==> src/swrf_pkg.sv <==
// Shared constants and types of the spherical wall repulsion force unit.
package swrf_pkg;

	localparam logic [1:0] REG_WALL_ENABLED = 2'd0;
	localparam logic [1:0] REG_WALL_RADIUS  = 2'd1;
	localparam logic [1:0] REG_FORCE_SCALE  = 2'd2;
	localparam logic [1:0] REG_DECAY_LENGTH = 2'd3;

	localparam logic [30:0] RADIUS_RESET = 31'd65536;
	localparam logic [30:0] DECAY_RESET  = 31'd65536;
	localparam logic [31:0] SCALE_RESET  = 32'd0;

	localparam logic [30:0] EXP_NEG_ONE = 31'd1580030169;

	localparam int TAYLOR_TERMS   = 16;
	localparam int RECIP_SHIFT    = 36;
	localparam int POWER_STEPS    = 31;
	localparam int EXP_DIV_BITS   = 37;
	localparam int FORCE_DIV_BITS = 32;

	typedef struct packed {
		logic [2:0][31:0] mag_p;
		logic [2:0]       psign;
		logic [30:0]      root;
		logic             kill;
		logic             outside;
	} side_t;

	typedef struct packed {
		logic [2:0][31:0] frc;
		logic             outside;
	} result_t;

endpackage

==> src/swrf_outq.sv <==
// Two-entry output queue that decouples the pipeline from the result channel.
module swrf_outq (
	input  logic                clk,
	input  logic                arst_n,
	input  logic                in_valid,
	input  swrf_pkg::result_t   res_in,
	output logic                room,
	output logic                m_tvalid,
	input  logic                m_tready,
	output swrf_pkg::result_t   res_out
);
	import swrf_pkg::*;

	logic [1:0] count_q;
	logic       wr_q;
	logic       rd_q;
	result_t    mem_q [2];
	logic       push;
	logic       pop;

	assign m_tvalid = count_q != 2'd0;
	assign pop      = m_tvalid && m_tready;
	assign room     = (count_q != 2'd2) || pop;
	assign push     = in_valid && room;
	assign res_out  = mem_q[rd_q];

	always_ff @(posedge clk or negedge arst_n) begin
		if (!arst_n) begin
			count_q <= 2'd0;
			wr_q    <= 1'b0;
			rd_q    <= 1'b0;
		end else begin
			if (push) begin
				wr_q <= ~wr_q;
			end
			if (pop) begin
				rd_q <= ~rd_q;
			end
			if (push && !pop) begin
				count_q <= count_q + 2'd1;
			end else if (pop && !push) begin
				count_q <= count_q - 2'd1;
			end
		end
	end

	always_ff @(posedge clk) begin
		if (push) begin
			mem_q[wr_q] <= res_in;
		end
	end
endmodule
==> config.mk <==
export PLATFORM = sky130hd
export DESIGN_NAME = swrf_outq
export DESIGN_NICKNAME = d
export VERILOG_FILES = /design/src/swrf_pkg.sv /design/src/swrf_outq.sv
export SDC_FILE = /design/constraint.sdc
export NUM_CORES = 1
export LEC_CHECK = 0
export BUFFER_PORTS_ARGS = -buffer_cell sky130_fd_sc_hd__buf_2
export CAP_MARGIN = 20
export CORE_MARGIN = 5
export CORE_UTILIZATION = 40
export CTS_BUF_LIST = sky130_fd_sc_hd__clkbuf_4
export CTS_CLUSTER_DIAMETER = 60
export CTS_CLUSTER_SIZE = 25
export DETAILED_ROUTE_END_ITERATION = 12
export PLACE_DENSITY = 0.65
export SYNTH_ARGS = -nofsm -noshare
export SYNTH_HDL_FRONTEND = slang
export SYNTH_SLANG_ARGS = --single-unit
export TNS_END_PERCENT = 50
==> constraint.sdc <==
create_clock -name clk -period 6.45 [get_ports clk]
set_input_delay 0.645 -clock clk [delete_from_list [all_inputs] [get_ports clk]]
set_output_delay 0.645 -clock clk [all_outputs]
set_load 0.02 [all_outputs]
==> results of run 1 <==
[cells in the mapped netlist]
cell type	instances	area share, %
inv_1	1	0.052
buf_2	7	0.48
edfxtp_1	194	80
xor2_1	2	0.24
or2_2	1	0.086
nor2_1	2	0.10
nand2_1	1	0.052
ha_1	1	0.17
or3b_4	1	0.15
mux2_2	77	12
and3_1	1	0.086
dfrtp_1	4	1.4
buf_6	4	0.62
nand2_2	1	0.086
mux2_4	20	4.1
xnor2_1	3	0.36
[critical path: stages (launching register included)]
cell	delay, ns
dfrtp_4	0.83
buf_4	0.75
mux2_2	0.41
buf_2	0.16
[worst paths after layout]
kind	endpoint	cells past startpoint	slack (ns)
max in group asynchronous	rd_q	2	5.89
min reg2reg	count_q[1]	1	0.50
min	mem_q[1][38]	1	0.28
max	res_out[96]	3	3.06
min in group asynchronous	wr_q	2	0.42
max reg2reg	mem_q[0][42]	4	3.84
[power by group]
part,switching (mW),internal (mW)
Combinational,0.789,0.549
Clock,0.411,0.324
Sequential,0.115,1.74
[through the flow]
stage               power [mW]  hold slack [ns]  utilization, %  setup WS, ns
detailed placement       3.253           0.4608           47.41         3.589
global placement         3.226           0.4507           47.41         3.608
global route             4.132           0.1685           49.36         2.832
finish                   3.925           0.2789           49.36         3.059
floorplan                2.857           0.3494               -        0.9668
CTS                      3.992           0.1951           49.35         2.912
[area by class of cell]
cell class	instances	area, um2
antenna	1	2.502
clock buffer	19	142.6
clock inverter	13	196.4
fill	1518	9096
inverter	1	3.754
multi-input combinational	110	1277
sequential	198	5929
tap	229	286.5
timing repair buffer	203	1028
[cell families after synthesis]
logic type	after synthesis	share of synthesized area (%)
flip-flops	198	81.46
multiplexers	97	16.05
buffers and inverters	12	1.152
AND/OR/NAND/NOR	7	0.5677
XOR/XNOR	5	0.6021
adder cells (fa/ha/maj)	1	0.1720
[layer usage]
layer	GRT usage, %	part of all wire [%]
met5	0	0
met4	5.106	1.9
met3	5.488	8.7
met2	21.29	50
met1	15.31	39
[sequential cells by signal (all words and copies together) (netlist names)]
register	flops
wr_q	1
rd_q	1
count_q	2
mem_q	194
[timing repair]
action                                  4_1_cts  5_1_grt
hold buffers                                  1        0
endpoints found under the setup margin        0        0
endpoints found under the hold margin         4        0
==> impl_metrics.csv, run 1 <==
group,metric,value,unit
outcome,status,"finished clean",
finish,fin_cells,774,
sta,worst_pin_slew,1.103,ns
route,drtIter0Drc,147,
cts,cts_tree,"yes",
synthesis,ys_seq_area_share,81.46,%
floorplan,dieWidth,144.9,um
cts,htreeDepth,4,
worst_setup_path,crit_path_max_fanout,56,
cts,cts_resized,0,
cts,cts_buffers,17,
global_routing,overflow,0,
finish,syn2layout_area_growth,21.90,%
route,drc,0,
cts,cts_post_setup_buffers_inserted,0,
worst_setup_path,critPathLaunch,"rd_q",
hold_path,min_from,"res_in[38]",
sta,period_minus_slack,3.391,ns
floorplan,ios,200,
floorplan,dieArea,20980,um2
finish,nNetsFinal,633,
worst_setup_path,worstSetupEndpointType,"primary output",
route,drtAntennaViolNets,0,
power,ir_worst_vdd,0.3587,mV
placement,dp_hpwl,9188,um
placement,portBuffers,199,
sta,skew,0.008756,ns
sta,finalCritPeriodShare,52.58,%
sta,drv_slew,0,
global_routing,grt_pass1_vias,3987,
worst_setup_path,crit_path_start_kind,"register",
route,routedWlPerCell,17.64,um
worst_setup_path,rr_startpoint,"count_q[1]",
worst_setup_path,crit_type,"register to primary output",
worst_setup_path,crit_arrival,2.75,ns
placement,postPlaceCellArea,8516,um2
synthesis,syn-cell-area,7274,um2
flow_run,drv_cap,0,
synthesis,syn_avg_cell_area,22.73,um2
synthesis,synth-warning-count,0,
cts,clockBufferDepth,2,
power,powerDensity,442.6,nW/um2
placement,gp_congestion,0.7404,
worst_setup_path,required,5.80,ns
cts,clock-sinks,198,
finish,mostFrequentLayoutCell,"buf_2",
floorplan,num_rows,49,
route,wl,13650,um
route,dr.pass1.iters,4,
cts,clock_latency,0.54,ns
floorplan,die_h,144.9,um
global_routing,grt_pass1_wl,20420,um
sta,slew_headroom,26.45,%
floorplan,initial_core_util,40.50,%
sta,tns,0,ns
global_routing,grt_max_degree,79,
sta,max_freq,294.9,MHz
cts,cts_root_buf,"clkbuf_4",
route,avgViaCountPerCell,4.658,
cts,path_clk_slew,0.15,ns
floorplan,coreArea,17960,um2
hold_path,hold_path.class,"primary input to register",
global_routing,track_usage,13.02,%
power,p_leak,3.348,nW
placement,dp.cells,740,
sta,rsz0062_at_grt,"false",
sta,finalHoldViolations,0,
finish,drive_gt1_share,61.95,%
synthesis,ys_types,16,
finish,postLayoutCellArea,8867,um2
global_routing,antenna_found_initial,1,
sta,finalSetupViolations,0,
synthesis,synthesis.nets,422,
synthesis,syn_inst,320,
finish,final_cell_mix,"199 x buf_2, 194 x edfxtp_1, 77 x mux2_2",
route,routed-via-count,3605,
synthesis,synth_seq_cells,198,
Note: power is estimated with default switching activity, not from simulation.
==> inputs of run 2 (changes only) <==
- ABC_AREA: not set -> 1
- PLACE_DENSITY: 0.65 -> 0.67
- clock period: 6.45 -> 2.8 ns (I/O delays scaled with it)
==> impl_metrics.csv, run 2 <==
group,metric,value,unit
cts,cts_buffers,17,
outcome,status,"finished clean",
finish,nNetsFinal,948,
synthesis,syn_inst,538,
sta,rsz0062_at_grt,"false",
worst_setup_path,critPathMaxStageDelay,0.68,ns
synthesis,yosys-top-cells-area,"edfxtp_1 80%, nand2_1 16%, dfrtp_1 1.4%, buf_2 0.96%, buf_6 0.46%",
sta,worst_pin_slew,0.6768,ns
floorplan,initial_core_util,40.53,%
placement,postPlaceCellArea,8543,um2
power,p_leak,4.244,nW
synthesis,synthesis.nets,640,
route,wl,16030,um
cts,cts_root_buf,"clkbuf_4",
route,drtIter0Drc,259,
sta,finalHoldViolations,0,
power,p_sw_share,39.37,%
synthesis,synth_seq_cells,198,
finish,postLayoutCellArea,9836,um2
route,drtAntennaViolNets,0,
route,dr.pass1.iters,4,
route,routed-via-count,4911,
floorplan,ios,200,
synthesis,synth_edf_count,194,
finish,diodes,0,
worst_setup_path,path_depth,5,
synthesis,syn-cell-area,7281,um2
worst_setup_path,path_buf_inv,3,
floorplan,num_rows,49,
finish,final_cell_mix,"302 x nand2_1, 199 x buf_2, 194 x edfxtp_1",
placement,dp_hpwl,9985,um
worst_setup_path,crit_arrival,2.26,ns
global_routing,overflow,0,
worst_setup_path,crit_top_cell,"nand2_1",
synthesis,synth-warning-count,0,
synthesis,ys_seq_area_share,81.39,%
synthesis,syn_avg_cell_area,13.53,um2
route,avgViaCountPerCell,4.514,
power,ir_worst_vdd,0.5022,mV
worst_setup_path,worstPathCellList,"inv_4, buf_12, nand2_1, nand2_1, buf_2",
synthesis,ys_types,13,
placement,dp_slack,0.8185,ns
cts,cts_tree,"yes",
worst_setup_path,required,2.52,ns
finish,drive_gt1_share,28.29,%
cts,clock_latency,0.56,ns
finish,fin_util,54.75,%
floorplan,dieWidth,144.9,um
synthesis,yosysTopAreaCell,"edfxtp_1",
finish,reg_top3,"mem_q: 194 flops, count_q: 2 flops",
sta,period_minus_slack,2.545,ns
power,seqPwrFrac,45.5,%
global_routing,antenna_found_initial,1,
sta,setup_slack,0.2550,ns
sta,finalCritPeriodShare,90.89,%
finish,mostFrequentLayoutCell,"nand2_1",
worst_setup_path,ff2ff_path_depth,5,
sta,slew_headroom,54.88,%
cts,clock-sinks,198,
worst_setup_path,crit_path_max_fanout,46,
placement,portBuffers,199,
finish,syn2layout_area_growth,35.09,%
sta,skew,0.009141,ns
cts,path_clk_slew,0.15,ns
worst_setup_path,crit_type,"register to primary output",
power,p_clk_share,16.2,%
worst_setup_path,crit_path_start_kind,"register",
power,pwr-share-comb,38.3,%
hold_path,worstHoldPathCells,2,
worst_setup_path,worstSetupEndpointType,"primary output",
worst_setup_path,critPathTopFamily,"buffers and inverters",
cts,clockBufferDepth,2,
synthesis,synth_ff_type,"edfxtp_1",
worst_setup_path,cpMaxStageDelayCell,"dfrtp_4",
power,p_int,5.555,mW
floorplan,die_h,144.9,um
synthesis,synth.most_common_cell,"nand2_1",
global_routing,grt_pass1_vias,5125,
sta,finalSetupViolations,0,
hold_path,hold_path.class,"primary input to register",
route,routedWlPerCell,14.74,um
finish,largest_register_ffs,194,
floorplan,dieArea,21000,um2
power,powerDensity,931.6,nW/um2
sta,tns,0,ns
synthesis,synthArstFlopShare,2.020,%
sta,max_freq,392.9,MHz
global_routing,grt_max_degree,50,
global_routing,grt_pass1_wl,26010,um
synthesis,ys_top_cells_by_count,"302 x nand2_1, 194 x edfxtp_1, 14 x buf_2",
placement,gp_congestion,0.7650,
synthesis,yosysTopAreaCellShare,80.01,%
power,netSwitchingPower,3.608,mW
finish,top_register,"mem_q",
floorplan,coreArea,17960,um2
cts,htreeDepth,4,
flow_run,drv_cap,0,
route,drc,0,
sta,drv_slew,0,
global_routing,track_usage,15.55,%
finish,fillCellCount,1474,
-- run 2: cell count changes after synthesis, moves of 2 or more --
| cell | previous run | this run |
|---|---|---|
| inv_1 | 1 | 8 |
| buf_2 | 7 | 14 |
| buf_4 | 0 | 4 |
| xnor2_1 | 3 | 1 |
| xor2_1 | 2 | 0 |
| nand2_1 | 1 | 302 |
| nand3_1 | 0 | 4 |
| mux2_2 | 77 | 0 |
| mux2_4 | 20 | 0 |
-- run 2: worst paths after layout --
path | start | endpoint | slack (ns)
setup reg to reg | count_q[0] | mem_q[0][9] | 1.03
min in group asynchronous | arst_n | rd_q | 0.60
setup / recovery | rd_q | res_out[86] | 0.26
hold reg to reg | wr_q | wr_q | 0.49
max in group asynchronous | arst_n | rd_q | 2.00
hold / removal | res_in[95] | mem_q[0][95] | 0.43
-- run 2: cells by family after synthesis --
| logic type | Yosys count | synth area share, % |
|---|---|---|
| xor+xnor | 1 | 0.1203 |
| fa+ha+maj | 1 | 0.1718 |
| buf+inv | 30 | 2.337 |
| flops | 198 | 81.39 |
| simple gates | 308 | 15.98 |
-- run 2: power groups by stage --
stage	clock network, mW	registers [mW]	logic, mW
after floorplan	0	4.16	2.31
after global placement	0	4.23	3.45
after detailed placement	0	4.25	3.46
after CTS	1.56	4.17	3.58
after global routing	1.67	4.23	3.88
final	1.49	4.17	3.51
-- run 2: layout make-up --
| type | instances | area, um2 | area share (%) |
|---|---|---|---|
| sequential | 198 | 5929 | 60.29 |
| timing repair buffer | 310 | 2107 | 21.42 |
| multi-input combinational | 310 | 1192 | 12.12 |
| tap | 229 | 286.5 | 2.913 |
| clock inverter | 14 | 146.4 | 1.488 |
| clock buffer | 18 | 135.1 | 1.374 |
| inverter | 9 | 38.79 | 0.3944 |
-- run 2: metrics by stage --
stage / instances / power, mW / hold slack, ns
6_report: 1088 / 9.163 / 0.4285
4_1_cts: 1088 / 9.320 / 0.3563
3_3_place_gp: 955 / 7.682 / 0.09790
3_5_place_dp: 955 / 7.707 / 0.09341
5_1_grt: 1088 / 9.777 / 0.3557
2_1_floorplan: 538 / 6.478 / -0.01559
-- run 2: metal layers --
layer  routed length (um)  track usage [%]
met3                 1113            5.020
met5                   13                0
met4                  227            5.273
met1                 6422            18.28
met2                 8257            26.91
-- run 2: timing repair --
item,4_1_cts,5_1_grt
endpoints found under the hold margin,200,0
resized for setup,0,0
hold buffers,101,0
setup buffers,0,0
==> inputs of run 3 (changes only) <==
- CORE_MARGIN: 5 -> 3
==> impl_metrics.csv, run 3 (same netlist as run 2, synthesis figures left out) <==
group,metric,value,unit
hold_path,min_to,"wr_q",
worst_setup_path,rr_startpoint,"count_q[0]",
finish,nNetsFinal,943,
sta,rsz0062_at_grt,"false",
worst_setup_path,crit_arrival,2.04,ns
finish,multi_input_area,1192,um2
cts,cts_buffers,17,
power,p_clk_share,15.8,%
finish,postLayoutCellArea,9794,um2
placement,postPlaceCellArea,8513,um2
cts,cts_post_setup_buffers_inserted,0,
sta,period_minus_slack,2.315,ns
placement,portBuffers,199,
sta,slew_headroom,48.71,%
finish,mostFrequentLayoutCell,"nand2_1",
global_routing,grt_pass1_wl,24270,um
floorplan,initial_core_util,41.52,%
route,avgViaCountPerCell,4.481,
worst_setup_path,required,2.52,ns
sta,skew,0.01229,ns
placement,dp_hpwl,8831,um
sta,drv_slew,0,
route,drtIter0Drc,267,
worst_setup_path,ff2ff_path_depth,5,
power,ir_worst_vdd,0.8356,mV
cts,clockBufferDepth,2,
cts,clock-sinks,198,
floorplan,dieArea,19860,um2
power,p_leak,4.210,nW
worst_setup_path,reg2reg_slack,1.11,ns
sta,finalHoldViolations,0,
floorplan,die_h,140.9,um
sta,finalSetupViolations,0,
hold_path,min_from,"in_valid",
power,powerDensity,927.0,nW/um2
placement,dp_slack,0.7999,ns
power,seqPwrFrac,45.1,%
hold_path,hold_path.class,"primary input to register",
worst_setup_path,crit_path_start_kind,"register",
finish,fillCellCount,1463,
floorplan,num_rows,48,
worst_setup_path,cpMaxStageDelayCell,"buf_6",
worst_setup_path,crit_top_cell,"nand2_1",
flow_run,drv_cap,0,
global_routing,track_usage,15.67,%
power,netSwitchingPower,3.549,mW
route,dr.pass1.iters,4,
finish,fin_util,55.85,%
worst_setup_path,path_buf_inv,2,
route,drtAntennaViolNets,0,
sta,max_freq,432.0,MHz
power,p_sw_share,39.09,%
worst_setup_path,worstPathCellList,"buf_6, nand2_1, nand2_1, buf_2",
placement,gp_congestion,0.7606,
finish,syn2layout_area_growth,34.52,%
floorplan,coreArea,17540,um2
finish,drive_gt1_share,27.78,%
power,p_int,5.530,mW
cts,cts_tree,"yes",
finish,diodes,0,
global_routing,grt_pass1_vias,4898,
worst_setup_path,crit_path_max_fanout,98,
hold_path,worstHoldPathCells,3,
worst_setup_path,r2r-end,"mem_q[1][71]",
worst_setup_path,critPathMaxStageDelay,0.59,ns
worst_setup_path,worstSetupEndpointType,"primary output",
route,routed-via-count,4830,
cts,htreeDepth,4,
worst_setup_path,critPathLaunch,"rd_q",
power,pwr-share-comb,39.1,%
route,drc,0,
outcome,status,"finished clean",
worst_setup_path,crit_type,"register to primary output",
global_routing,overflow,0,
cts,path_clk_slew,0.14,ns
cts,cts_root_buf,"clkbuf_4",
sta,finalCritPeriodShare,82.68,%
worst_setup_path,critPathTopFamily,"buffers and inverters",
finish,top_register,"mem_q",
floorplan,ios,200,
finish,reg_top3,"mem_q: 194 flops, count_q: 2 flops",
floorplan,dieWidth,140.9,um
cts,clock_latency,0.55,ns
global_routing,grt_max_degree,99,
finish,register_area,5929,um2
global_routing,antenna_found_initial,0,
sta,setup_slack,0.4849,ns
finish,final_cell_mix,"302 x nand2_1, 199 x buf_2, 194 x edfxtp_1",
route,routedWlPerCell,14.22,um
route,wl,15330,um
finish,largest_register_ffs,194,
sta,worst_pin_slew,0.7693,ns
-- run 3: stage by stage --
step           instances  setup TNS [ns]  power (mW)  hold WS [ns]
2_1_floorplan        538          -30.68       6.478      -0.01559
6_report            1078               0       9.079       0.08270
3_3_place_gp         946               0       7.636       0.09791
4_1_cts             1078               0       9.219      0.001083
5_1_grt             1078               0       9.698       0.01755
3_5_place_dp         946               0       7.656       0.09586
-- run 3: power by group through the flow --
stage / Sequential, mW / Combinational [mW] / Clock (mW)
floorplan: 4.16 / 2.31 / 0
global placement: 4.15 / 3.48 / 0
detailed placement: 4.17 / 3.49 / 0
CTS: 4.10 / 3.62 / 1.51
global route: 4.15 / 3.92 / 1.62
finish: 4.10 / 3.55 / 1.43
-- run 3: worst max-delay path by stage --
stage | to | slack (ns) | cells after the start
after CTS | res_out[27] | 0.12 | 4
after detailed placement | res_out[27] | 0.80 | 4
final | res_out[21] | 0.48 | 4
after floorplan | mem_q[0][0] | -0.32 | 4
after global placement | res_out[27] | 0.81 | 4
after global routing | res_out[72] | 0.26 | 4
-- run 3: final cells by class --
type | instances | share of cell area, %
Inverter | 9 | 0.3960
Multi-Input combinational cell | 310 | 12.17
Clock inverter | 13 | 1.341
Sequential cell | 198 | 60.54
Timing Repair Buffer | 305 | 21.30
Tap cell | 225 | 2.874
Clock buffer | 18 | 1.380
-- run 3: worst register-to-register path: cells and delay by family (launching register included) --
| kind | cells | cell delay [ns] |
|---|---|---|
| buffers and inverters | 2 | 0.54 |
| flip-flops | 1 | 0.41 |
| AND/OR/NAND/NOR | 3 | 0.37 |
-- run 3: layer usage --
metal | part of all wire [%] | vias to the layer above | track usage, %
met5 | 0 | - | 0
met4 | 1.2 | 0 | 5.150
met3 | 7.6 | 16 | 5.665
met2 | 51 | 155 | 27.32
met1 | 40 | 2247 | 17.99
li1 | - | 2412 | -
-- run 3: what timing repair did --
| item | in CTS | in global routing |
|---|---|---|
| gates resized for setup | 0 | 1 |
| hold endpoints to repair | 199 | 0 |
| hold buffers | 101 | 0 |
| setup endpoints to repair | 0 | 1 |
